--- config.mk ---
export PLATFORM = sky130hd
export DESIGN_NAME = palette_color_table_flat
export DESIGN_NICKNAME = d
export VERILOG_FILES = /design/src/hdl/pct_pkg.sv /design/src/hdl/pct_ifs.sv /design/src/hdl/pct_regs.sv /design/src/hdl/pct_table.sv /design/src/hdl/palette_color_table.sv /design/src/flat_wrapper.sv
export SDC_FILE = /design/constraint.sdc
export NUM_CORES = 2
export LEC_CHECK = 0
export BUFFER_PORTS_ARGS = -buffer_cell sky130_fd_sc_hd__buf_2
export CAP_MARGIN = 10
export CORE_MARGIN = 4
export CORE_UTILIZATION = 55
export DETAILED_ROUTE_END_ITERATION = 16
export PLACE_DENSITY = 0.72
export RECOVER_POWER = 100
export SLEW_MARGIN = 25
export SYNTH_ARGS = -nofsm -noshare
export SYNTH_HDL_FRONTEND = slang
export SYNTH_HIERARCHICAL = 1
export SYNTH_MEMORY_MAX_BITS = 65536
export SYNTH_SLANG_ARGS = --single-unit
--- constraint.sdc ---
create_clock -name clock -period 14 [get_ports clock]
set_input_delay 0 -clock clock [delete_from_list [all_inputs] [get_ports clock]]
set_output_delay 0 -clock clock [all_outputs]
set_load 0.05 [all_outputs]
--- src/hdl/pct_pkg.sv ---
// ---------------------------------------------------------------------------
// Palette color table package
// Shared widths, codes, item and table write types for the palette table.
// ---------------------------------------------------------------------------
package pct_pkg;

   // Number of color table entries. The table index is the low address bits.
   localparam int TABLE_ENTRIES = 512;
   localparam int TABLE_AW      = $clog2(TABLE_ENTRIES);

   localparam int ADDR_W  = 9;
   localparam int ENTRY_W = 9;
   localparam int LEVEL_W = 3;
   localparam int BYTE_W  = 8;

   typedef logic [1:0]         func_type;
   typedef logic [2:0]         offset_type;
   typedef logic [ADDR_W-1:0]  addr_type;
   typedef logic [ENTRY_W-1:0] entry_type;
   typedef logic [TABLE_AW-1:0] slot_type;
   typedef logic [LEVEL_W-1:0] level_type;

   // Function codes; any other code is flagged as bad and reads zero levels.
   localparam func_type FUNC_WRITE  = 2'd0;
   localparam func_type FUNC_LOOKUP = 2'd1;

   // Register offsets.
   localparam offset_type OFF_CONTROL = 3'd0;
   localparam offset_type OFF_ADDR_LO = 3'd2;
   localparam offset_type OFF_ADDR_HI = 3'd3;
   localparam offset_type OFF_DATA_LO = 3'd4;
   localparam offset_type OFF_DATA_HI = 3'd5;

   localparam slot_type LAST_SLOT = slot_type'(TABLE_ENTRIES - 1);

   typedef struct packed {
      func_type          func;
      offset_type        reg_offset;
      logic [BYTE_W-1:0] write_byte;
      logic              sprite_select;
      logic [3:0]        palette_index;
      logic [3:0]        color_index;
   } item_type;

   typedef struct packed {
      logic      en;
      slot_type  slot;
      entry_type data;
   } tbl_wr_type;

   function automatic slot_type table_slot(input addr_type addr);
      return slot_type'(addr);
   endfunction

endpackage

--- src/hdl/pct_ifs.sv ---
// ---------------------------------------------------------------------------
// Palette color table channels
// Valid/ready channels for request words and response words.
// ---------------------------------------------------------------------------
interface pct_req_if import pct_pkg::*; ();
   logic              valid;
   logic              ready;
   func_type          func;
   offset_type        reg_offset;
   logic [BYTE_W-1:0] write_byte;
   logic              sprite_select;
   logic [3:0]        palette_index;
   logic [3:0]        color_index;

   modport source (output valid, func, reg_offset, write_byte, sprite_select,
                   palette_index, color_index, input ready);
   modport sink   (input valid, func, reg_offset, write_byte, sprite_select,
                   palette_index, color_index, output ready);
endinterface

interface pct_rsp_if import pct_pkg::*; ();
   logic      valid;
   logic      ready;
   level_type red;
   level_type green;
   level_type blue;
   logic      bad_offset;

   modport source (output valid, red, green, blue, bad_offset, input ready);
   modport sink   (input valid, red, green, blue, bad_offset, output ready);
endinterface

--- src/hdl/pct_regs.sv ---
// ---------------------------------------------------------------------------
// Palette color table register block
// Decodes register writes, holds the table address and data latch, and
// issues table stores.
// ---------------------------------------------------------------------------
module pct_regs import pct_pkg::*; (
   input  logic       clock,
   input  logic       reset,
   input  logic       step,
   input  item_type   item,
   output tbl_wr_type wr,
   output logic       bad
);

   addr_type  addr_ff, addr_in;
   entry_type latch_ff, latch_in;

   // The control byte steers nothing visible at the table outputs, so a write
   // to it is accepted without being stored.
   always_comb begin
      addr_in  = addr_ff;
      latch_in = latch_ff;
      bad      = 1'b0;
      wr.en    = 1'b0;
      wr.slot  = table_slot(addr_ff);
      wr.data  = {item.write_byte[0], latch_ff[BYTE_W-1:0]};
      if (item.func == FUNC_WRITE) begin
         unique case (item.reg_offset)
            OFF_CONTROL: begin
            end
            OFF_ADDR_LO: addr_in = {addr_ff[ADDR_W-1], item.write_byte};
            OFF_ADDR_HI: addr_in = {item.write_byte[0], addr_ff[BYTE_W-1:0]};
            OFF_DATA_LO: latch_in = {latch_ff[ENTRY_W-1], item.write_byte};
            OFF_DATA_HI: begin
               latch_in = wr.data;
               wr.en    = step;
               addr_in  = addr_ff + addr_type'(1);
            end
            default: bad = 1'b1;
         endcase
      end else if (item.func != FUNC_LOOKUP) begin
         bad = 1'b1;
      end
   end

   always_ff @(posedge clock) begin
      if (reset) begin
         addr_ff  <= '0;
         latch_ff <= '0;
      end else if (step) begin
         addr_ff  <= addr_in;
         latch_ff <= latch_in;
      end
   end

`ifndef SYNTH
   // A table store always advances the address by one.
   a_addr_advance: assert property (@(posedge clock) disable iff (reset)
      wr.en |=> addr_ff == $past(addr_ff) + addr_type'(1))
      else $error("table address did not advance after a store");
`endif

endmodule

--- src/hdl/pct_table.sv ---
// ---------------------------------------------------------------------------
// Palette color table memory
// Single write, single read table with registered read data and a clearing
// sweep after reset.
// ---------------------------------------------------------------------------
module pct_table import pct_pkg::*; (
   input  logic       clock,
   input  logic       reset,
   input  tbl_wr_type wr,
   input  logic       rd_en,
   input  logic       rd_lookup,
   input  slot_type   rd_slot,
   output entry_type  rd_data,
   output logic       busy
);

   entry_type mem [TABLE_ENTRIES];
   entry_type rd_ff;
   logic      clr_active_ff, clr_active_in;
   slot_type  clr_slot_ff, clr_slot_in;

   always_comb begin
      clr_active_in = clr_active_ff;
      clr_slot_in   = clr_slot_ff;
      if (clr_active_ff) begin
         clr_slot_in = clr_slot_ff + slot_type'(1);
         if (clr_slot_ff == LAST_SLOT) begin
            clr_active_in = 1'b0;
         end
      end
   end

   always_ff @(posedge clock) begin
      if (reset) begin
         clr_active_ff <= 1'b1;
         clr_slot_ff   <= '0;
      end else begin
         clr_active_ff <= clr_active_in;
         clr_slot_ff   <= clr_slot_in;
      end
   end

   always_ff @(posedge clock) begin
      if (clr_active_ff) begin
         mem[clr_slot_ff] <= '0;
      end else if (wr.en) begin
         mem[wr.slot] <= wr.data;
      end
   end

   // Words other than lookups load zero so the levels read as zero.
   always_ff @(posedge clock) begin
      if (rd_en) begin
         if (rd_lookup) begin
            rd_ff <= mem[rd_slot];
         end else begin
            rd_ff <= '0;
         end
      end
   end

   assign rd_data = rd_ff;
   assign busy    = clr_active_ff;

`ifndef SYNTH
   a_no_access_in_clear: assert property (@(posedge clock) disable iff (reset)
      clr_active_ff |-> !rd_en && !wr.en)
      else $error("table accessed during clearing sweep");

   a_clear_full_sweep: assert property (@(posedge clock) disable iff (reset)
      $fell(clr_active_ff) |-> $past(clr_slot_ff) == LAST_SLOT)
      else $error("clearing sweep ended early");
`endif

endmodule

--- src/hdl/palette_color_table.sv ---
// ---------------------------------------------------------------------------
// Palette color table
// Register-programmed 512 x 9 color palette with a color lookup path.
// ---------------------------------------------------------------------------
// One request word is accepted per clock while the response side is ready; the
// word waits in the s1 register and its response in the table read register,
// with the rate set by the single read and write ports, each used at most once
// per word. After reset the block clears all TABLE_ENTRIES (512 as built)
// entries, one per cycle, and holds req ready low until that sweep is done.
// A write to offset 5 stores the latched color, visible to the next word.
module palette_color_table import pct_pkg::*; (
   input  logic       clock,
   input  logic       reset,
   pct_req_if.sink    req_chan,
   pct_rsp_if.source  rsp_chan
);

   logic       s1_valid_ff, s1_valid_in;
   item_type   s1_item_ff;
   logic       rsp_valid_ff, rsp_valid_in;
   logic       bad_ff;
   logic       step;
   logic       busy;
   logic       accept;
   logic       bad;
   tbl_wr_type wr;
   entry_type  rd_data;

   assign step   = s1_valid_ff && (!rsp_valid_ff || rsp_chan.ready);
   assign req_chan.ready = !busy && (!s1_valid_ff || step);
   assign accept = req_chan.valid && req_chan.ready;

   always_comb begin
      s1_valid_in = s1_valid_ff;
      if (accept) begin
         s1_valid_in = 1'b1;
      end else if (step) begin
         s1_valid_in = 1'b0;
      end
      rsp_valid_in = rsp_valid_ff;
      if (step) begin
         rsp_valid_in = 1'b1;
      end else if (rsp_chan.ready) begin
         rsp_valid_in = 1'b0;
      end
   end

   always_ff @(posedge clock) begin
      if (reset) begin
         s1_valid_ff  <= 1'b0;
         rsp_valid_ff <= 1'b0;
      end else begin
         s1_valid_ff  <= s1_valid_in;
         rsp_valid_ff <= rsp_valid_in;
      end
   end

   always_ff @(posedge clock) begin
      if (accept) begin
         s1_item_ff.func          <= req_chan.func;
         s1_item_ff.reg_offset    <= req_chan.reg_offset;
         s1_item_ff.write_byte    <= req_chan.write_byte;
         s1_item_ff.sprite_select <= req_chan.sprite_select;
         s1_item_ff.palette_index <= req_chan.palette_index;
         s1_item_ff.color_index   <= req_chan.color_index;
      end
      if (step) begin
         bad_ff <= bad;
      end
   end

   pct_regs u_regs (
      .clock (clock),
      .reset (reset),
      .step  (step),
      .item  (s1_item_ff),
      .wr    (wr),
      .bad   (bad)
   );

   pct_table u_table (
      .clock     (clock),
      .reset     (reset),
      .wr        (wr),
      .rd_en     (step),
      .rd_lookup (s1_item_ff.func == FUNC_LOOKUP),
      .rd_slot   (table_slot({s1_item_ff.sprite_select, s1_item_ff.palette_index,
                              s1_item_ff.color_index})),
      .rd_data   (rd_data),
      .busy      (busy)
   );

   // Entry layout: blue in the low bits, red in the middle, green on top.
   assign rsp_chan.valid      = rsp_valid_ff;
   assign rsp_chan.blue       = rd_data[LEVEL_W-1:0];
   assign rsp_chan.red        = rd_data[2*LEVEL_W-1:LEVEL_W];
   assign rsp_chan.green      = rd_data[3*LEVEL_W-1:2*LEVEL_W];
   assign rsp_chan.bad_offset = bad_ff;

`ifndef SYNTH
   a_non_lookup_zero: assert property (@(posedge clock) disable iff (reset)
      step && s1_item_ff.func != FUNC_LOOKUP |=>
         rsp_chan.red == '0 && rsp_chan.green == '0 && rsp_chan.blue == '0)
      else $error("non-lookup word returned nonzero color levels");
`endif

endmodule
--- src/flat_wrapper.sv ---
// flat-port wrapper written by rule: the top's interface ports become plain ports
module palette_color_table_flat import pct_pkg::*;
  (clock, reset, req_chan_valid, req_chan_func, req_chan_reg_offset, req_chan_write_byte, req_chan_sprite_select, req_chan_palette_index, req_chan_color_index, req_chan_ready, rsp_chan_valid, rsp_chan_red, rsp_chan_green, rsp_chan_blue, rsp_chan_bad_offset, rsp_chan_ready);
  pct_req_if req_chan_i ();
  pct_rsp_if rsp_chan_i ();
  input  logic clock;
  input  logic reset;
  input wire logic [$bits(req_chan_i.valid)-1:0] req_chan_valid;
  input wire logic [$bits(req_chan_i.func)-1:0] req_chan_func;
  input wire logic [$bits(req_chan_i.reg_offset)-1:0] req_chan_reg_offset;
  input wire logic [$bits(req_chan_i.write_byte)-1:0] req_chan_write_byte;
  input wire logic [$bits(req_chan_i.sprite_select)-1:0] req_chan_sprite_select;
  input wire logic [$bits(req_chan_i.palette_index)-1:0] req_chan_palette_index;
  input wire logic [$bits(req_chan_i.color_index)-1:0] req_chan_color_index;
  output wire logic [$bits(req_chan_i.ready)-1:0] req_chan_ready;
  output wire logic [$bits(rsp_chan_i.valid)-1:0] rsp_chan_valid;
  output wire logic [$bits(rsp_chan_i.red)-1:0] rsp_chan_red;
  output wire logic [$bits(rsp_chan_i.green)-1:0] rsp_chan_green;
  output wire logic [$bits(rsp_chan_i.blue)-1:0] rsp_chan_blue;
  output wire logic [$bits(rsp_chan_i.bad_offset)-1:0] rsp_chan_bad_offset;
  input wire logic [$bits(rsp_chan_i.ready)-1:0] rsp_chan_ready;
  assign req_chan_i.valid = req_chan_valid;
  assign req_chan_i.func = req_chan_func;
  assign req_chan_i.reg_offset = req_chan_reg_offset;
  assign req_chan_i.write_byte = req_chan_write_byte;
  assign req_chan_i.sprite_select = req_chan_sprite_select;
  assign req_chan_i.palette_index = req_chan_palette_index;
  assign req_chan_i.color_index = req_chan_color_index;
  assign req_chan_ready = req_chan_i.ready;
  assign rsp_chan_valid = rsp_chan_i.valid;
  assign rsp_chan_red = rsp_chan_i.red;
  assign rsp_chan_green = rsp_chan_i.green;
  assign rsp_chan_blue = rsp_chan_i.blue;
  assign rsp_chan_bad_offset = rsp_chan_i.bad_offset;
  assign rsp_chan_i.ready = rsp_chan_ready;
  palette_color_table u_core (.clock(clock), .reset(reset), .req_chan(req_chan_i), .rsp_chan(rsp_chan_i));
endmodule
Word level (Yosys, flattened, before mapping)
Memories as Yosys holds them, arrays and structs flattened. A register that Yosys moved wholly into a read port is not among the register bits. Cells that the tools add are included.

Register bits: 52. Bits in writable memories: 4608. Memories: 1.

Memories: u_core.u_table.mem (words 512, width 9, read ports 1, clocked after Yosys merged registers in 1, wr ports 1, line pct_table.sv:17) `entry_type mem [TABLE_ENTRIES];`.

Add/subtract/negate cells: 2. Eq/ne operators: 7. Muxes and demuxes: 21. Bitwise gates (word level): 3. Reduce and logical (&&, ||, !) cells: 20.

Operators by type and width (count): case mux 9 bit (3 select lines) (1); adder 9 x 1 -> 9 bit (second input constant) (2); two-way mux 9 bit (2); two-way mux 1 bit (17); case mux 8 bit (2 select lines) (1); AND reduction 4 bit (3); equality test 9 bit (second input constant) (1); OR reduction 9 bit (1); nonzero test 2 bit (4); equality test 3 x 2 -> 1 bit (second input constant) (2); equality test 3 bit (second input constant) (2); OR reduction 5 bit (1); zero test 1 bit (4); logical AND 1 bit (3); zero test 3 bit (1); NOT 1 bit (3); equality test 2 x 1 -> 1 bit (second input constant) (1); zero test 2 bit (1); logical OR 1 bit (2); inequality test 2 x 1 -> 1 bit (second input constant) (1).

Depth between registers and ports, before layout
Word-level depth: 10. Gate-level depth with buffers: 13.

By module
Netlist, hierarchy kept.

By module, submodules not included: pct_table (times used 1, cells an instance 8466, area an instance 180180.3 um^2); pct_regs (times used 1, cells an instance 106, area an instance 925.9 um^2); palette_color_table (times used 1, cells an instance 34, area an instance 799.5 um^2).

Worst setup path before layout
Ideal clock, no wire load.

Kind: register to register. Start point: reg u_core.rsp_valid_ff (netlist: u_core/rsp_chan.valid). End point: mem u_core/u_table/mem[0][0] (netlist bit), data pin. Arrival time: 9.086 ns. Data required time: 12.461 ns. Slack: 3.374 ns. Cell stages (with the launch flop): 9. Clock period less this slack: 10.626 ns. Cell sequence: dfxtp_1 > nor2b_4 > nor2b_1 > or3b_1 > nor2_1 > nor2b_1 > clkbuf_1 > clkbuf_1 > and2_1.

RTL lines: start, declared (line palette_color_table.sv:20) `logic rsp_valid_ff, rsp_valid_in;`; start signal, assigned (line palette_color_table.sv:54) `rsp_valid_ff <= rsp_valid_in;`; end, declared (line pct_table.sv:17).

==> impl_metrics.csv <==
group,metric,value,unit
run_status,outcome,"finished with violations",
run_status,violations,"capacitance limit, slew limit",
placed_design,dp.final_hpwl,279,mm
timing,min_period,9.75,ns
critical_path,crit_path_start_kind,"register",
grt,grtUsageMet1,0.387,
route,drt_iter0_drc,14500,
route,wire_per_inst,34.8,um
synthesis,synth_area_leaders,"edfxtp_1 77%, mux4_2 13%, mux2i_1 2.3%, nor2_1 1.3%, nand2_1 0.53%",
timing,rsz0062_at_grt,"false",
critical_path,crit_fanout,31,
clocking,cts.path.max_buffers,4,
critical_path,cp-end-kind,"register",
floorplanning,fp.dieW,583,um
placed_design,dp.cells,12600,
route,firstDrtPassIters,6,
synthesis,yosysWarnings,6,
clocking,cts_tree,"done",
final_layout,fin_cells,13500,
clocking,cts.sinks,4669,
synthesis,synthCells,8606,
route,vias,92100,
critical_path,slowest_delay,2.21,ns
synthesis,ys_ff_latch,4669,
floorplanning,io_pins,38,
timing,max-slew-margin-rel,-2.16,
grt,busiest_layer,"met2",
route,routed_wirelength,472,mm
grt,use_met2,0.415,
critical_path,critPathKind,"register to register",
timing,slew_viol_final,1096,
clocking,insertion_delay,0.98,ns
grt,use_met3,0.0711,
pwr,ir_drop,0.113,mV
grt,overflow,0,
timing,max_freq,103,MHz
final_layout,layout.nets,8834,
final_layout,finalInstanceArea,201000,um2
timing,final.period_utilization,0.696,
critical_path,worstPathCellList,"nor2b_1 > nor2b_2 > clkbuf_1 > or3b_1 > nor2_1 > nor2b_2 > clkbuf_1 > o31ai_1 > clkbuf_1 > nand2_1 > clkbuf_1 > nor2_1",
floorplanning,die_h,583,um
job,maxCapViolations,30,
timing,final-setup-viol-count,0,
floorplanning,rows,210,
synthesis,yosysSeqAreaShare,0.769,
timing,fin_skew,0.0507,ns
floorplanning,initial_core_util,0.554,
clocking,cts_root_buf,"clkbuf_16",
critical_path,critPathArrivalTime,10.19,ns
timing,tightest_slew,4.75,ns
timing,whs,0.103,ns
grt,grt_antenna_before_repair,26,
timing,fin_setup_tns,0,ns
pwr,p_leak,63.1,nW
synthesis,synth_area,182000,um2
floorplanning,core_area,328000,um2
critical_path,crit_top_cell,"clkbuf_1",
clocking,path_clk_slew,0.06,ns
placed_design,place_area,186000,um2
pwr,p_per_area,135,nW/um2
critical_path,cp_top_family,"buffers and inverters",
clocking,cts_buffers,446,
grt,grt_pass1_wl,673,mm
synthesis,avgSynthCellArea,21.1,um2
critical_path,cp_data_required_time,14.44,ns
timing,finalHoldViolations,0,
route,via_per_inst,6.79,
min_path,min_path_type,"primary input to register",
pwr,fin_total_pwr,0.0272,W
final_layout,syn2layout_area_growth,10.6,%
critical_path,crit_path_top_delay_cell,"clkbuf_1",
grt,grt_max_degree,210,
route,antenna_left,0,
synthesis,async_reset_ff_frac,0,
grt,track_usage,0.276,
placed_design,port-buffer-count,37,
critical_path,path_buf_inv,4,
synthesis,synth_top_area_share,0.766,
placed_design,place.gp.congestion,0.877,
synthesis,ys.flop_type,"edfxtp_1",
final_layout,drive_gt1_frac,0.214,
synthesis,synthesis.nets,8635,
clocking,htreeDepth,5,
synthesis,yosysMostFrequentCell,"edfxtp_1",
synthesis,synth_top_cell_by_area,"edfxtp_1",
route,post-route-drc-count,0,
floorplanning,die-area,340000,um2
synthesis,ys_types,89,
grt,grt_pass1_vias,90700,
synthesis,synth_edf_count,4640,
synthesis,synth_commonest_cells,"4640 x edfxtp_1, 1048 x mux4_2, 639 x nor2_1",
area by class of cell:
cell class | count | area [um2]
tap | 4346 | 5440
clock buffer | 540 | 11700
antenna | 19 | 47.5
sequential | 4669 | 140000
timing repair buffer | 267 | 2330
multi-input combinational | 3408 | 39000
fill | 21800 | 127000
inverter | 13 | 66.3
clock inverter | 287 | 2770
path summary, 6_finish.rpt:
path / from / to / slack [ns] / depth (start not counted)
hold reg to reg: u_core/u_regs/latch_ff[2]$_SDFFE_PP0P_ / u_core/u_regs/latch_ff[2]$_SDFFE_PP0P_ / 0.50 / 2
setup reg to reg: u_core/rsp_chan.valid$_SDFFE_PP0P_ / u_core/u_table/mem[44][1]$_DFFE_PP_ / 4.25 / 12
hold / removal: reset / u_core/u_regs/latch_ff[4]$_SDFFE_PP0P_ / 0.10 / 3
setup / recovery: u_core/rsp_chan.valid$_SDFFE_PP0P_ / u_core/u_table/mem[44][1]$_DFFE_PP_ / 4.25 / 12
layout by cell type (no fill, tap or decap), types with 67 or more instances in the layout:
master	synthesis	routed
buf_4	69	122
mux2i_1	425	425
o221ai_1	95	95
o22ai_1	75	75
mux4_2	1048	1048
edfxtp_1	4640	4640
nor2_1	639	634
clkinv_1	2	113
nand2_1	257	245
nor3_1	67	67
clkinv_2	0	93
a21oi_1	117	115
clkbuf_1	185	126
clkbuf_16	0	454
a22oi_1	87	87
metrics by stage:
step	utilization	setup slack, ns
finish	0.613	4.25
global route	0.613	3.86
CTS	0.613	7.70
detailed placement	0.567	7.79
global placement	0.567	6.94
floorplan	-	3.37
timing repair:
action                                  4_1_cts  5_1_grt
hold endpoints to repair                     83        0
buffers inserted                              0        0
gates resized for setup                       0        0
endpoints found under the setup margin        0        0
hold buffers                                 49        0
state kept, by name, summed over array words and instances (netlist names):
signal                      count
u_core/u_table/mem           4608
u_core/s1_valid_ff              1
u_core/rsp_chan.valid           1
u_core/u_table/busy             1
u_core/u_regs/addr_ff           9
u_core/u_table/clr_slot_ff      9
u_core/u_regs/latch_ff          8
u_core/rsp_chan.bad_offset      1
u_core/s1_item_ff              22
u_core/u_table/rd_data          9
logic make-up after synthesis:
group,count (synthesis),share of synthesized area
AND/OR/NAND/NOR,1186,0.0283
XOR/XNOR,7,0.000337
flip-flops,4669,0.769
AO/OA/AOI/OAI,689,0.0269
buffers and inverters,529,0.0181
adder cells (fa/ha/maj),3,0.000206
multiplexers,1523,0.157
power breakdown:
group | switching [W] | total (W) | internal, W
registers | 0.00000405 | 0.0151 | 0.0151
logic | 0.0000790 | 0.000101 | 0.0000222
clock network | 0.00511 | 0.0119 | 0.00684
metal layers:
layer,up-vias,share of wire
met5,-,0.00017
met4,12,0.048
met3,1007,0.13
met2,6431,0.46
met1,48300,0.36
li1,36400,-
worst register-to-register path: cells and delay by family (launching register included):
| kind | cells | cell delay [ns] |
|---|---|---|
| and+or+nand+nor | 7 | 3.84 |
| AOI/OAI and AO/OA | 1 | 0.33 |
| buffers and inverters | 4 | 4.75 |
| DFF | 1 | 0.32 |
Power figures use the tool's default switching activity.
